### config.mk
export PLATFORM = sky130hd
export DESIGN_NAME = delta_list_task_scheduler_top
export DESIGN_NICKNAME = d
export VERILOG_FILES = /design/src/dlts_pkg.sv /design/src/dlts_ring.sv /design/src/dlts_step.sv /design/src/delta_list_task_scheduler_top.sv
export SDC_FILE = /design/constraint.sdc
export NUM_CORES = 2
export LEC_CHECK = 0
export BUFFER_PORTS_ARGS = -buffer_cell sky130_fd_sc_hd__buf_2
export CORE_ASPECT_RATIO = 0.8
export CORE_UTILIZATION = 40
export CTS_BUF_LIST = sky130_fd_sc_hd__clkbuf_4 sky130_fd_sc_hd__clkbuf_8 sky130_fd_sc_hd__clkbuf_16
export CTS_CLUSTER_DIAMETER = 100
export DETAILED_ROUTE_END_ITERATION = 10
export HOLD_SLACK_MARGIN = 0.02
export PLACE_DENSITY_LB_ADDON = 0.05
export SYNTH_ARGS = -nofsm -noshare
export SYNTH_HDL_FRONTEND = slang
export SYNTH_SLANG_ARGS = --single-unit
export TNS_END_PERCENT = 10
### constraint.sdc
create_clock -name clk_i -period 9.7 [get_ports clk_i]
set_clock_uncertainty 0.2 [all_clocks]
set_input_delay 1.455 -clock clk_i [delete_from_list [all_inputs] [get_ports clk_i]]
set_output_delay 1.455 -clock clk_i [all_outputs]
set_load 0.03 [all_outputs]
### src/dlts_pkg.sv
// shared types and constants of the delta-list task scheduler
// no dependencies; used by every module in src
package dlts_pkg;

  localparam int unsigned DEF_MAX_TASKS = 16;

  typedef enum logic [1:0] {
    OP_TICK     = 2'd0,
    OP_ADD      = 2'd1,
    OP_DISPATCH = 2'd2,
    OP_DELETE   = 2'd3
  } op_e;

  typedef enum logic [1:0] {
    ST_OK        = 2'd0,
    ST_NOT_FOUND = 2'd1,
    ST_FULL      = 2'd2,
    ST_NONE_DUE  = 2'd3
  } status_e;

  // one list entry, handle zero means empty
  typedef struct packed {
    logic [7:0]  handle;
    logic [15:0] delay;
    logic [15:0] period;
    logic        due;
    logic [15:0] id;
  } entry_t;

  typedef struct packed {
    logic shift;
    logic head_we;
  } ring_ctl_t;

  typedef struct packed {
    logic insert;
    logic rm_head;
    logic first;
    logic last;
    logic placed;
    logic shifting;
    logic removed;
  } step_ctl_t;

  typedef struct packed {
    logic placed;
    logic shifting;
    logic removed;
    logic take_id;
  } step_res_t;

endpackage

### src/dlts_ring.sv
// ring of list entries that rotates by one place per step, or has its head cell written in place
// depends on dlts_pkg
module dlts_ring import dlts_pkg::*; #(
  parameter int unsigned MAX_TASKS = DEF_MAX_TASKS
) (
  input  logic      clk_i,
  input  logic      rst_ni,
  input  ring_ctl_t ctl_i,
  input  entry_t    tail_i,
  input  entry_t    head_i,
  output entry_t    head0_o,
  output entry_t    head1_o,
  output entry_t    last_o
);

  entry_t cell_q [MAX_TASKS];

  always_ff @(posedge clk_i or negedge rst_ni) begin
    if (!rst_ni) begin
      for (int i = 0; i < MAX_TASKS; i++) cell_q[i] <= '0;
    end else if (ctl_i.shift) begin
      for (int i = 0; i < MAX_TASKS - 1; i++) cell_q[i] <= cell_q[i + 1];
      cell_q[MAX_TASKS - 1] <= tail_i;
    end else if (ctl_i.head_we) begin
      cell_q[0] <= head_i;
    end
  end

  assign head0_o = cell_q[0];
  assign head1_o = cell_q[1];
  assign last_o  = cell_q[MAX_TASKS - 1];

endmodule

### src/dlts_step.sv
// shared step unit: one entry of an insert or remove pass per cycle
// depends on dlts_pkg
module dlts_step import dlts_pkg::*; (
  input  step_ctl_t   ctl_i,
  input  entry_t      head0_i,
  input  entry_t      head1_i,
  input  entry_t      hold_i,
  input  logic [15:0] sum_i,
  input  logic [7:0]  handle_i,
  input  logic [15:0] delay_i,
  input  logic [15:0] period_i,
  input  logic [15:0] target_i,
  input  logic [15:0] new_id_i,
  output entry_t      wr_o,
  output entry_t      hold_o,
  output logic [15:0] sum_o,
  output step_res_t   res_o
);

  logic [16:0] s;
  logic [16:0] sat_sum;
  logic        occ;
  logic        over;
  logic        match;
  entry_t      ne;

  always_comb begin
    occ     = head0_i.handle != '0;
    s       = {1'b0, sum_i} + {1'b0, head0_i.delay};
    over    = s > {1'b0, delay_i};
    sat_sum = {1'b0, head1_i.delay} + {1'b0, head0_i.delay};
    match   = !ctl_i.removed && occ &&
              (ctl_i.rm_head ? ctl_i.first : (head0_i.id == target_i));

    ne.handle = handle_i;
    ne.period = period_i;
    ne.id     = new_id_i;
    ne.delay  = delay_i - (over ? sum_i : s[15:0]);
    ne.due    = ne.delay == '0;

    wr_o           = head0_i;
    hold_o         = hold_i;
    sum_o          = sum_i;
    res_o.placed   = ctl_i.placed;
    res_o.shifting = ctl_i.shifting;
    res_o.removed  = ctl_i.removed;
    res_o.take_id  = 1'b0;

    if (ctl_i.insert) begin
      if (ctl_i.placed && ctl_i.shifting) begin
        wr_o   = hold_i;
        hold_o = head0_i;
      end else if (ctl_i.placed) begin
        wr_o = head0_i;
      end else if (over) begin
        // insert ahead of this entry, which moves down with its delay cut by the new entry's delay
        wr_o           = ne;
        hold_o         = head0_i;
        hold_o.delay   = 16'(s - {1'b0, delay_i});
        res_o.placed   = 1'b1;
        res_o.shifting = 1'b1;
        res_o.take_id  = 1'b1;
      end else if (!occ) begin
        wr_o          = ne;
        res_o.placed  = 1'b1;
        res_o.take_id = 1'b1;
      end else begin
        sum_o = s[15:0];
      end
    end else begin
      if (match) begin
        res_o.removed = 1'b1;
        if (ctl_i.last) begin
          wr_o = '0;
        end else begin
          wr_o = head1_i;
          if (head1_i.handle != '0) begin
            wr_o.delay = sat_sum[16] ? 16'hFFFF : sat_sum[15:0];
            wr_o.due   = sat_sum == '0;
          end
        end
      end else if (ctl_i.removed) begin
        wr_o = ctl_i.last ? entry_t'('0) : head1_i;
      end
    end
  end

endmodule

### src/delta_list_task_scheduler_top.sv
// top level of the delta-list task scheduler: sequencer, handshakes, result register
// depends on dlts_pkg, dlts_ring and dlts_step
module delta_list_task_scheduler_top import dlts_pkg::*; #(
  parameter int unsigned MAX_TASKS = DEF_MAX_TASKS
) (
  input  logic        clk_i,
  input  logic        rst_ni,
  input  logic        in_valid_i,
  output logic        in_stall_o,
  input  logic [1:0]  mode_i,
  input  logic [7:0]  task_handle_i,
  input  logic [15:0] delay_ticks_i,
  input  logic [15:0] period_ticks_i,
  input  logic [15:0] target_id_i,
  output logic        out_valid_o,
  input  logic        out_stall_i,
  output logic [1:0]  status_o,
  output logic [15:0] assigned_id_o,
  output logic [7:0]  fired_handle_o
);

  // The scheduler holds up to MAX_TASKS timed tasks as a delta list in a ring
  // of entry registers. Add and delete work as one pass over the ring: the ring
  // rotates by one place per cycle, and a single shared step unit (two adds, two
  // subtracts, a delay and an id compare) looks at the two head places and
  // decides what enters at the tail, so entries are inserted, dropped and
  // shifted on the fly. After an input transfer a request goes through S_START,
  // where a tick updates the head and rejected or trivial requests are settled;
  // add, delete and a one-shot dispatch then make one pass, and a dispatch of a
  // periodic task makes a remove pass, then a re-insert pass; S_FIN then loads
  // the result into the output register. The next request can be taken in the
  // same cycle as the result appears. The pass length is set by the ring
  // rotation through the one step unit. The input stalls while a request
  // is in progress, and a finished request also waits while an earlier result
  // is still stalled in the output register; otherwise the result sits in the
  // output register and a new request is taken while it waits for its transfer.

  localparam int unsigned CntW = $clog2(MAX_TASKS);

  typedef enum logic [4:0] {
    S_IDLE   = 5'b00001,
    S_START  = 5'b00010,
    S_REMOVE = 5'b00100,
    S_INSERT = 5'b01000,
    S_FIN    = 5'b10000
  } state_e;

  state_e            state_q, state_d;
  logic [CntW-1:0]   cnt_q, cnt_d;
  op_e               op_q, op_d;
  logic [7:0]        handle_q, handle_d;
  logic [15:0]       delay_q, delay_d;
  logic [15:0]       period_q, period_d;
  logic [15:0]       target_q, target_d;
  logic              rm_head_q, rm_head_d;
  logic [15:0]       sum_q, sum_d;
  entry_t            hold_q, hold_d;
  logic              placed_q, placed_d;
  logic              shifting_q, shifting_d;
  logic              removed_q, removed_d;
  logic [15:0]       last_id_q, last_id_d;
  status_e           res_status_q, res_status_d;
  logic [15:0]       res_id_q, res_id_d;
  logic [7:0]        res_fired_q, res_fired_d;
  logic              out_valid_q, out_valid_d;
  status_e           status_q, status_d;
  logic [15:0]       out_id_q, out_id_d;
  logic [7:0]        out_fired_q, out_fired_d;

  ring_ctl_t   ring_ctl;
  entry_t      head0, head1, last_entry, tick_entry;
  step_ctl_t   step_ctl;
  step_res_t   step_res;
  entry_t      step_wr, step_hold;
  logic [15:0] step_sum;
  logic [15:0] new_id;
  logic        cnt_last;

  dlts_ring #(.MAX_TASKS(MAX_TASKS)) u_ring (
    .clk_i   (clk_i),
    .rst_ni  (rst_ni),
    .ctl_i   (ring_ctl),
    .tail_i  (step_wr),
    .head_i  (tick_entry),
    .head0_o (head0),
    .head1_o (head1),
    .last_o  (last_entry)
  );

  dlts_step u_step (
    .ctl_i    (step_ctl),
    .head0_i  (head0),
    .head1_i  (head1),
    .hold_i   (hold_q),
    .sum_i    (sum_q),
    .handle_i (handle_q),
    .delay_i  (delay_q),
    .period_i (period_q),
    .target_i (target_q),
    .new_id_i (new_id),
    .wr_o     (step_wr),
    .hold_o   (step_hold),
    .sum_o    (step_sum),
    .res_o    (step_res)
  );

  // new ids count up and skip zero
  assign new_id   = (last_id_q == 16'hFFFF) ? 16'd1 : last_id_q + 16'd1;
  assign cnt_last = cnt_q == CntW'(MAX_TASKS - 1);

  always_comb begin
    step_ctl.insert   = state_q == S_INSERT;
    step_ctl.rm_head  = rm_head_q;
    step_ctl.first    = cnt_q == '0;
    step_ctl.last     = cnt_last;
    step_ctl.placed   = placed_q;
    step_ctl.shifting = shifting_q;
    step_ctl.removed  = removed_q;

    // tick: count the head down and mark it due at zero
    tick_entry       = head0;
    tick_entry.delay = (head0.delay != '0) ? head0.delay - 16'd1 : head0.delay;
    tick_entry.due   = tick_entry.delay == '0;
  end

  always_comb begin
    state_d      = state_q;
    cnt_d        = cnt_q;
    op_d         = op_q;
    handle_d     = handle_q;
    delay_d      = delay_q;
    period_d     = period_q;
    target_d     = target_q;
    rm_head_d    = rm_head_q;
    sum_d        = sum_q;
    hold_d       = hold_q;
    placed_d     = placed_q;
    shifting_d   = shifting_q;
    removed_d    = removed_q;
    last_id_d    = last_id_q;
    res_status_d = res_status_q;
    res_id_d     = res_id_q;
    res_fired_d  = res_fired_q;
    out_valid_d  = out_valid_q && out_stall_i;
    status_d     = status_q;
    out_id_d     = out_id_q;
    out_fired_d  = out_fired_q;
    ring_ctl     = '0;

    unique case (state_q)
      S_IDLE: begin
        if (in_valid_i) begin
          op_d         = op_e'(mode_i);
          handle_d     = task_handle_i;
          delay_d      = delay_ticks_i;
          period_d     = period_ticks_i;
          target_d     = target_id_i;
          res_status_d = ST_OK;
          res_id_d     = '0;
          res_fired_d  = '0;
          state_d      = S_START;
        end
      end
      S_START: begin
        cnt_d      = '0;
        sum_d      = '0;
        placed_d   = 1'b0;
        shifting_d = 1'b0;
        removed_d  = 1'b0;
        state_d    = S_FIN;
        unique case (op_q)
          OP_TICK: begin
            ring_ctl.head_we = (head0.handle != '0) && !head0.due;
          end
          OP_ADD: begin
            if (handle_q == '0) begin
              res_status_d = ST_OK;
            end else if (last_entry.handle != '0) begin
              res_status_d = ST_FULL;
            end else begin
              state_d = S_INSERT;
            end
          end
          OP_DISPATCH: begin
            if ((head0.handle != '0) && head0.due) begin
              // pop the head, then re-add it with its period if periodic
              res_fired_d = head0.handle;
              handle_d    = head0.handle;
              delay_d     = head0.period;
              period_d    = head0.period;
              rm_head_d   = 1'b1;
              state_d     = S_REMOVE;
            end else begin
              res_status_d = ST_NONE_DUE;
            end
          end
          OP_DELETE: begin
            if (target_q == '0) begin
              res_status_d = ST_NOT_FOUND;
            end else begin
              rm_head_d = 1'b0;
              state_d   = S_REMOVE;
            end
          end
          default: state_d = S_FIN;
        endcase
      end
      S_REMOVE: begin
        ring_ctl.shift = 1'b1;
        removed_d      = step_res.removed;
        cnt_d          = cnt_q + CntW'(1);
        if (cnt_last) begin
          cnt_d = '0;
          if ((op_q == OP_DISPATCH) && (period_q != '0)) begin
            sum_d      = '0;
            placed_d   = 1'b0;
            shifting_d = 1'b0;
            state_d    = S_INSERT;
          end else begin
            res_status_d = ((op_q == OP_DELETE) && !step_res.removed) ? ST_NOT_FOUND : ST_OK;
            state_d      = S_FIN;
          end
        end
      end
      S_INSERT: begin
        ring_ctl.shift = 1'b1;
        hold_d         = step_hold;
        sum_d          = step_sum;
        placed_d       = step_res.placed;
        shifting_d     = step_res.shifting;
        cnt_d          = cnt_q + CntW'(1);
        if (step_res.take_id) begin
          last_id_d = new_id;
          res_id_d  = new_id;
        end
        if (cnt_last) begin
          cnt_d   = '0;
          state_d = S_FIN;
        end
      end
      S_FIN: begin
        // wait for a free result register
        if (!out_valid_q || !out_stall_i) begin
          out_valid_d = 1'b1;
          status_d    = res_status_q;
          out_id_d    = res_id_q;
          out_fired_d = res_fired_q;
          state_d     = S_IDLE;
        end
      end
      default: state_d = S_IDLE;
    endcase
  end

  always_ff @(posedge clk_i or negedge rst_ni) begin
    if (!rst_ni) begin
      state_q     <= S_IDLE;
      cnt_q       <= '0;
      rm_head_q   <= 1'b0;
      placed_q    <= 1'b0;
      shifting_q  <= 1'b0;
      removed_q   <= 1'b0;
      last_id_q   <= '0;
      out_valid_q <= 1'b0;
    end else begin
      state_q     <= state_d;
      cnt_q       <= cnt_d;
      rm_head_q   <= rm_head_d;
      placed_q    <= placed_d;
      shifting_q  <= shifting_d;
      removed_q   <= removed_d;
      last_id_q   <= last_id_d;
      out_valid_q <= out_valid_d;
    end
  end

  // payload registers
  always_ff @(posedge clk_i) begin
    op_q         <= op_d;
    handle_q     <= handle_d;
    delay_q      <= delay_d;
    period_q     <= period_d;
    target_q     <= target_d;
    sum_q        <= sum_d;
    hold_q       <= hold_d;
    res_status_q <= res_status_d;
    res_id_q     <= res_id_d;
    res_fired_q  <= res_fired_d;
    status_q     <= status_d;
    out_id_q     <= out_id_d;
    out_fired_q  <= out_fired_d;
  end

  assign in_stall_o     = state_q != S_IDLE;
  assign out_valid_o    = out_valid_q;
  assign status_o       = status_q;
  assign assigned_id_o  = out_id_q;
  assign fired_handle_o = out_fired_q;

endmodule
======== After elaboration in Yosys (flattened, before gate mapping) ========
Cells that the tools add are included.
W data, S select, Z words.
storage, ports and cells
  register bits after elaboration ......... 1125
  input port bits ......................... 62
  output and inout port bits .............. 28
cells by class
  $add $sub $neg .......................... 7
  $lt $le $gt $ge ......................... 1
  equality and inequality tests ........... 33
  muxes and demuxes ....................... 89
  reduce and logical (&&, ||, !) cells .... 48
operators by type and width
  cell                     count
  $mux W57                 13
  $mux W16                 17
  $pmux W16 S2             3
  $mux W49                 1
  $logic_not A16 Y1        3
  $pmux W16 S3             1
  $mux W5                  9
  $add A16 B16 Y17         2
  $mux W8                  4
  $pmux W8 S2              2
  $reduce_bool A16 Y1      2
  $sub A16 B16 Y16         2
  $pmux W5 S5              1
  $ne A2 B2 Y1 const B     12
  $reduce_bool A8 Y1       3
  $mux W1                  20
  $mux W2                  9
  $gt A17 B16 Y1           1
  $logic_not A17 Y1        1
  $add A16 B1 Y16 const B  1
  $eq A16 B16 Y1           1
  $eq A16 B16 Y1 const B   1
  $reduce_and A4 Y1        4
  $sub A16 B1 Y16 const B  1
  34 further kinds         64

======== Depth between registers and ports, before layout ========
  depth in word-level cells ............... 11
  depth in mapped cells ................... 32

======== Cells and area by module ========
A second synthesis with hierarchy kept.
unflattened totals
  cells, all modules ...................... 3958
  area total of the unflattened synthesis .. 52449.1 µm²
by module, submodules not included
  module                         times used  cells an instance  area an instance (µm²)  sequential area each (µm²)
  dlts_ring                      1           2224               36834.1                 22821.9
  delta_list_task_scheduler_top  1           632                8632.0                  6247.2
  dlts_step                      1           1102               6982.9                  0.0

======== Worst setup path before layout ========
Ideal clock, no wire load.
  path type ............................... reg-to-reg
  from .................................... reg sum_q[0]
  to ...................................... reg hold_q[0] (netlist bit) (enable)
  setup time .............................. 0.490 ns
  arrival time ............................ 6.636 ns
  setup slack ............................. 2.374 ns
  stages on the path, launching flop included .. 22
  buffers on the path ..................... 2
  period minus slack after synthesis ...... 7.326 ns
  cell sequence ........................... edfxtp_1 ha_1 fa_1 a211o_1 a21oi_2 o31ai_1 o21ai_0 nand2b_1 a21oi_1 o21bai_1 a21oi_1 xnor2_1 ha_1 nand3_1 o21ai_0 a211oi_1 a31oi_1 a21oi_2 buf_4 or2_2 buf_2 a21oi_1
on the way
  cells in the longest elaborated chain, start to end .. 4
RTL lines
  element                       RTL line                              RTL
  from (decl)                   delta_list_task_scheduler_top.sv:56   logic [15:0] sum_q, sum_d;
  from (signal assigned)        delta_list_task_scheduler_top.sv:284  sum_q <= sum_d;
  $add A16 B16 Y17              dlts_step.sv:29                       s = {1'b0, sum_i} + {1'b0, head0_i.delay};
  $gt A17 B16 Y1                dlts_step.sv:30                       over = s > {1'b0, delay_i};
  $reduce_bool A2 Y1 (no line)  -
  $reduce_and A3 Y1 (no line)   -
  to (signal assigned)          delta_list_task_scheduler_top.sv:285  hold_q <= hold_d;
  to (decl)                     delta_list_task_scheduler_top.sv:57   entry_t hold_q, hold_d;
No other way between the ends.
A chain may end at the register's enable or synchronous reset.

======== Worst setup path after layout ========
  from .................................... reg u_ring.cell_q (netlist bit u_ring.head0_o[33])
  to ...................................... reg u_ring.cell_q (netlist bit u_ring.last_o[47])
on the way
  cells in the longest elaborated chain, start to end .. 9
  elaborated cells between the ends (all ways) .. 14
  classes of those cells .................. add/sub: 3; order compare: 1; mux: 10
RTL lines
  element                            RTL line         RTL
  from (decl)                        dlts_ring.sv:16  entry_t cell_q [MAX_TASKS];
  from (signal, indexed assignment)  dlts_ring.sv:23  cell_q[MAX_TASKS - 1] <= tail_i;
  $add A16 B16 Y17                   dlts_step.sv:29
  $gt A17 B16 Y1                     dlts_step.sv:30
  $mux W16                           dlts_step.sv:38  ne.delay = delay_i - (over ? sum_i : s[15:0]);
  $sub A16 B16 Y16                   dlts_step.sv:38
  $mux W57                           dlts_step.sv:63  end else if (!occ) begin
  $mux W57                           dlts_step.sv:55  end else if (over) begin
  $mux W57                           dlts_step.sv:53  end else if (ctl_i.placed) begin
  $mux W57                           dlts_step.sv:50  if (ctl_i.placed && ctl_i.shifting) begin
  $mux W57 *                         dlts_step.sv:49  if (ctl_i.insert) begin
Mark *: on every way between the ends. The rest lies on a longest branch, timed or not.

==> impl_metrics.tcl <==
set metrics [dict create \
    status "completed" \
    ys_async_sr_fraction_pct 83.7 \
    switchingPower_uw 5050 \
    gp_congestion 0.867 \
    synth_seq_cells 1125 \
    wl_per_cell_um 17.5 \
    grt_max_degree 244 \
    yosysSeqAreaShare_pct 61.0 \
    leakagePower_uw 0.0276 \
    drive_gt1_share_pct 7.45 \
    synth.avg_cell_area_um2 9.13 \
    coreArea_um2 117000 \
    synth_top_area_cell "dfrtp_1" \
    vias 34400 \
    cts-htree-levels 3 \
    cts_root_buf "clkbuf_16" \
    power_uw 14600 \
    grt_pass1_wl_um 194000 \
    setup_viol 0 \
    synth_cell_types 88 \
    start_util_pct 40.6 \
    max_cap_viol_count 0 \
    die_h_um 311 \
    fin_hold_ws_ns 0.219 \
    io_pins 90 \
    internal_power_uw 9570 \
    ant_nets 0 \
    crit_path_max_fanout 21 \
    tightest_slew_ns 1.41 \
    yosysMostFrequentCell "nand2_1" \
    cts_tree "built" \
    synth_fp_nets 5356 \
    fmax_mhz 122 \
    die-area_um2 121000 \
    r2r_slack_ns 1.48 \
    drt_iter0_drc 2951 \
    clk_path_buf_depth 3 \
    critPathMostFrequentCell "a21oi_1" \
    arrival_ns 8.64 \
    slowest_stage "a2111oi_0" \
    hold_violations 0 \
    finalCritPeriodShare_pct 84.7 \
    start_kind "register" \
    p_comb_share_pct 27.5 \
    track_usage_pct 20.0 \
    synth_edf_count 183 \
    design_area_um2 53700 \
    endpoint_kind "register" \
    clock_latency_ns 0.75 \
    cts_setup_buffers 0 \
    hold_path_class "register to register" \
    swShare_pct 34.5 \
    synth_top_flop_cell "dfrtp_1" \
    grt-ovfl-total 0 \
    grt_pass1_vias 33700 \
    port_buffers 89 \
    p_seq_share_pct 39.4 \
    nets 5338 \
    critical-path-max-stage-delay_ns 0.60 \
    synthTopCellsByCount "nand2_1 (2761), dfrtp_1 (941), clkbuf_1 (251)" \
    synth_top_area_share_pct 49.4 \
    cts_buffers 117 \
    required_ns 10.12 \
    p_clk_share_pct 33.2 \
    post_cts_resized 0 \
    worst-setup-path-type "register to register" \
    drc 0 \
    row_count 112 \
    cts_sinks 1125 \
    period_minus_slack_ns 8.22 \
    yosys_warnings 0 \
    netlist_area_um2 47700 \
    irDropWorstVdd_mv 0.324 \
    antenna_found_initial 2 \
    synth_area_leaders "dfrtp_1 (49%), nand2_1 (22%), edfxtp_1 (12%), clkbuf_1 (2.0%), ha_1 (1.8%)" \
    fin_tns_setup_ns 0 \
    clkSlewWorstSetupHoldPaths_ns 0.06 \
    drt_wl_total_um 120000 \
    max-slew-margin-rel_pct 5.67 \
    drtPass1Iterations 5 \
    powerDensity_nw_per_um2 272 \
    viasPerCell 5.03 \
    placed_area_um2 49500 \
    place_hpwl_um 72800 \
    synthCells 5223 \
    die_w_um 388 \
    syn_to_final_growth_pct 12.7 \
    rsz0062_at_grt "no" \
    finalMaxSlewViolations 0 \
    cts_hold_buf 0 \
]
[metrics by stage]
| stage | setup WS (ns) | util, % | instances |
|---|---|---|---|
| after floorplan | 2.37 | - | 5223 |
| after global placement | 1.52 | 42.2 | 6625 |
| after detailed placement | 1.50 | 42.2 | 6625 |
| after CTS | 1.50 | 45.7 | 6843 |
| after global routing | 0.854 | 45.7 | 6843 |
| final | 1.48 | 45.7 | 6844 |
[final cells by class]
type	instances	area [um^2]
inverters	47	176
clock buffers	171	3550
flip-flops and latches	1125	29100
well taps	1539	1930
fillers	11500	63700
clock inverters	47	644
multi-input cells	3776	17400
diodes	1	2.50
repair buffers	138	911
[state kept, by name, indices dropped and copies added, names as in the netlist, 57 cells and up]
signal          flops
u_ring.last_o      57
u_ring.head0_o     57
hold_q             57
u_ring.head1_o     57
u_ring.cell_q     741
[cell usage in the layout (no fill, tap or decap), types with 6 or more instances in the layout]
cell	count
bufinv_16	13
clkbuf_8	29
o21a_1	18
nand4_1	13
o221ai_1	27
nand2_1	2761
a211oi_1	20
ha_1	67
nand3_1	78
a21oi_1	97
nor2b_1	7
buf_2	88
dfrtp_1	941
clkbuf_4	23
a21o_1	23
nand2b_1	20
o22ai_1	31
edfxtp_1	183
nor2_1	98
and3_1	22
buf_12	7
xor2_1	39
or4_1	6
a311oi_1	8
clkbuf_16	119
buf_4	42
xnor2_1	58
a221oi_1	32
clkinv_2	22
inv_1	47
mux2i_1	20
nor3_1	29
and2_1	25
a31oi_1	24
nor4_1	28
o31ai_1	7
o21ai_0	110
or3_1	6
o21bai_1	9
[cells by family (layout without fill, tap and decap cells)]
family	count (synthesis)	count (layout)	share of synthesized area [%]
adder cells (fa/ha/maj)	71	71	1.93
XOR/XNOR	97	97	1.78
multiplexers	21	21	0.444
other	0	1	0
buffers and inverters	322	403	2.61
AO/OA/AOI/OAI	464	464	6.44
AND/OR/NAND/NOR	3123	3123	25.8
flip-flops	1125	1125	61.0
[critical path: cells and delay by family (launching register included)]
| kind | cells | cell delay, ns |
|---|---|---|
| AO/OA/AOI/OAI | 18 | 4.57 |
| XOR/XNOR | 2 | 0.30 |
| adder cells (fa/ha/maj) | 4 | 1.49 |
| buffers and inverters | 1 | 0.43 |
| flip-flops | 1 | 0.49 |
| multiplexers | 1 | 0.18 |
| AND/OR/NAND/NOR | 4 | 0.40 |
[per-layer routing]
| layer | track usage (%) | up-vias | share of wire, % | wire [um] |
|---|---|---|---|---|
| met3 | 3.18 | 172 | 3.9 | 4630 |
| li1 | - | 16900 | - | - |
| met1 | 29.9 | 16900 | 49 | 59300 |
| met4 | 5.01 | 2 | 2.2 | 2690 |
| met2 | 30.2 | 524 | 44 | 53400 |
| met5 | 0 | - | 0.010 | 12 |
[power groups by stage]
stage | logic (uW) | registers, uW | clock network [uW]
final | 4020 | 5750 | 4850
after global routing | 4450 | 5800 | 5170
after CTS | 4020 | 5760 | 4990
after detailed placement | 4000 | 5840 | 0
after global placement | 3990 | 5850 | 0
after floorplan | 2880 | 5630 | 0
[final timing paths]
kind | from | end | cells past startpoint
min | res_id_q[15]$_SDFFCE_PN0P_ | assigned_id_o[15]$_DFFE_PP_ | 0
max in group asynchronous | rst_ni | u_ring.cell_q[358]$_DFFE_PN0N_ | 3
max reg2reg | u_ring.head0_o[33]$_DFFE_PN0P_ | u_ring.last_o[47]$_DFFE_PN0N_ | 30
max | u_ring.head0_o[33]$_DFFE_PN0P_ | u_ring.last_o[47]$_DFFE_PN0N_ | 30
min reg2reg | res_id_q[15]$_SDFFCE_PN0P_ | assigned_id_o[15]$_DFFE_PP_ | 0
min in group asynchronous | rst_ni | last_id_q[13]$_DFFE_PN0P_ | 1
Note: power is estimated with default switching activity, not from simulation.
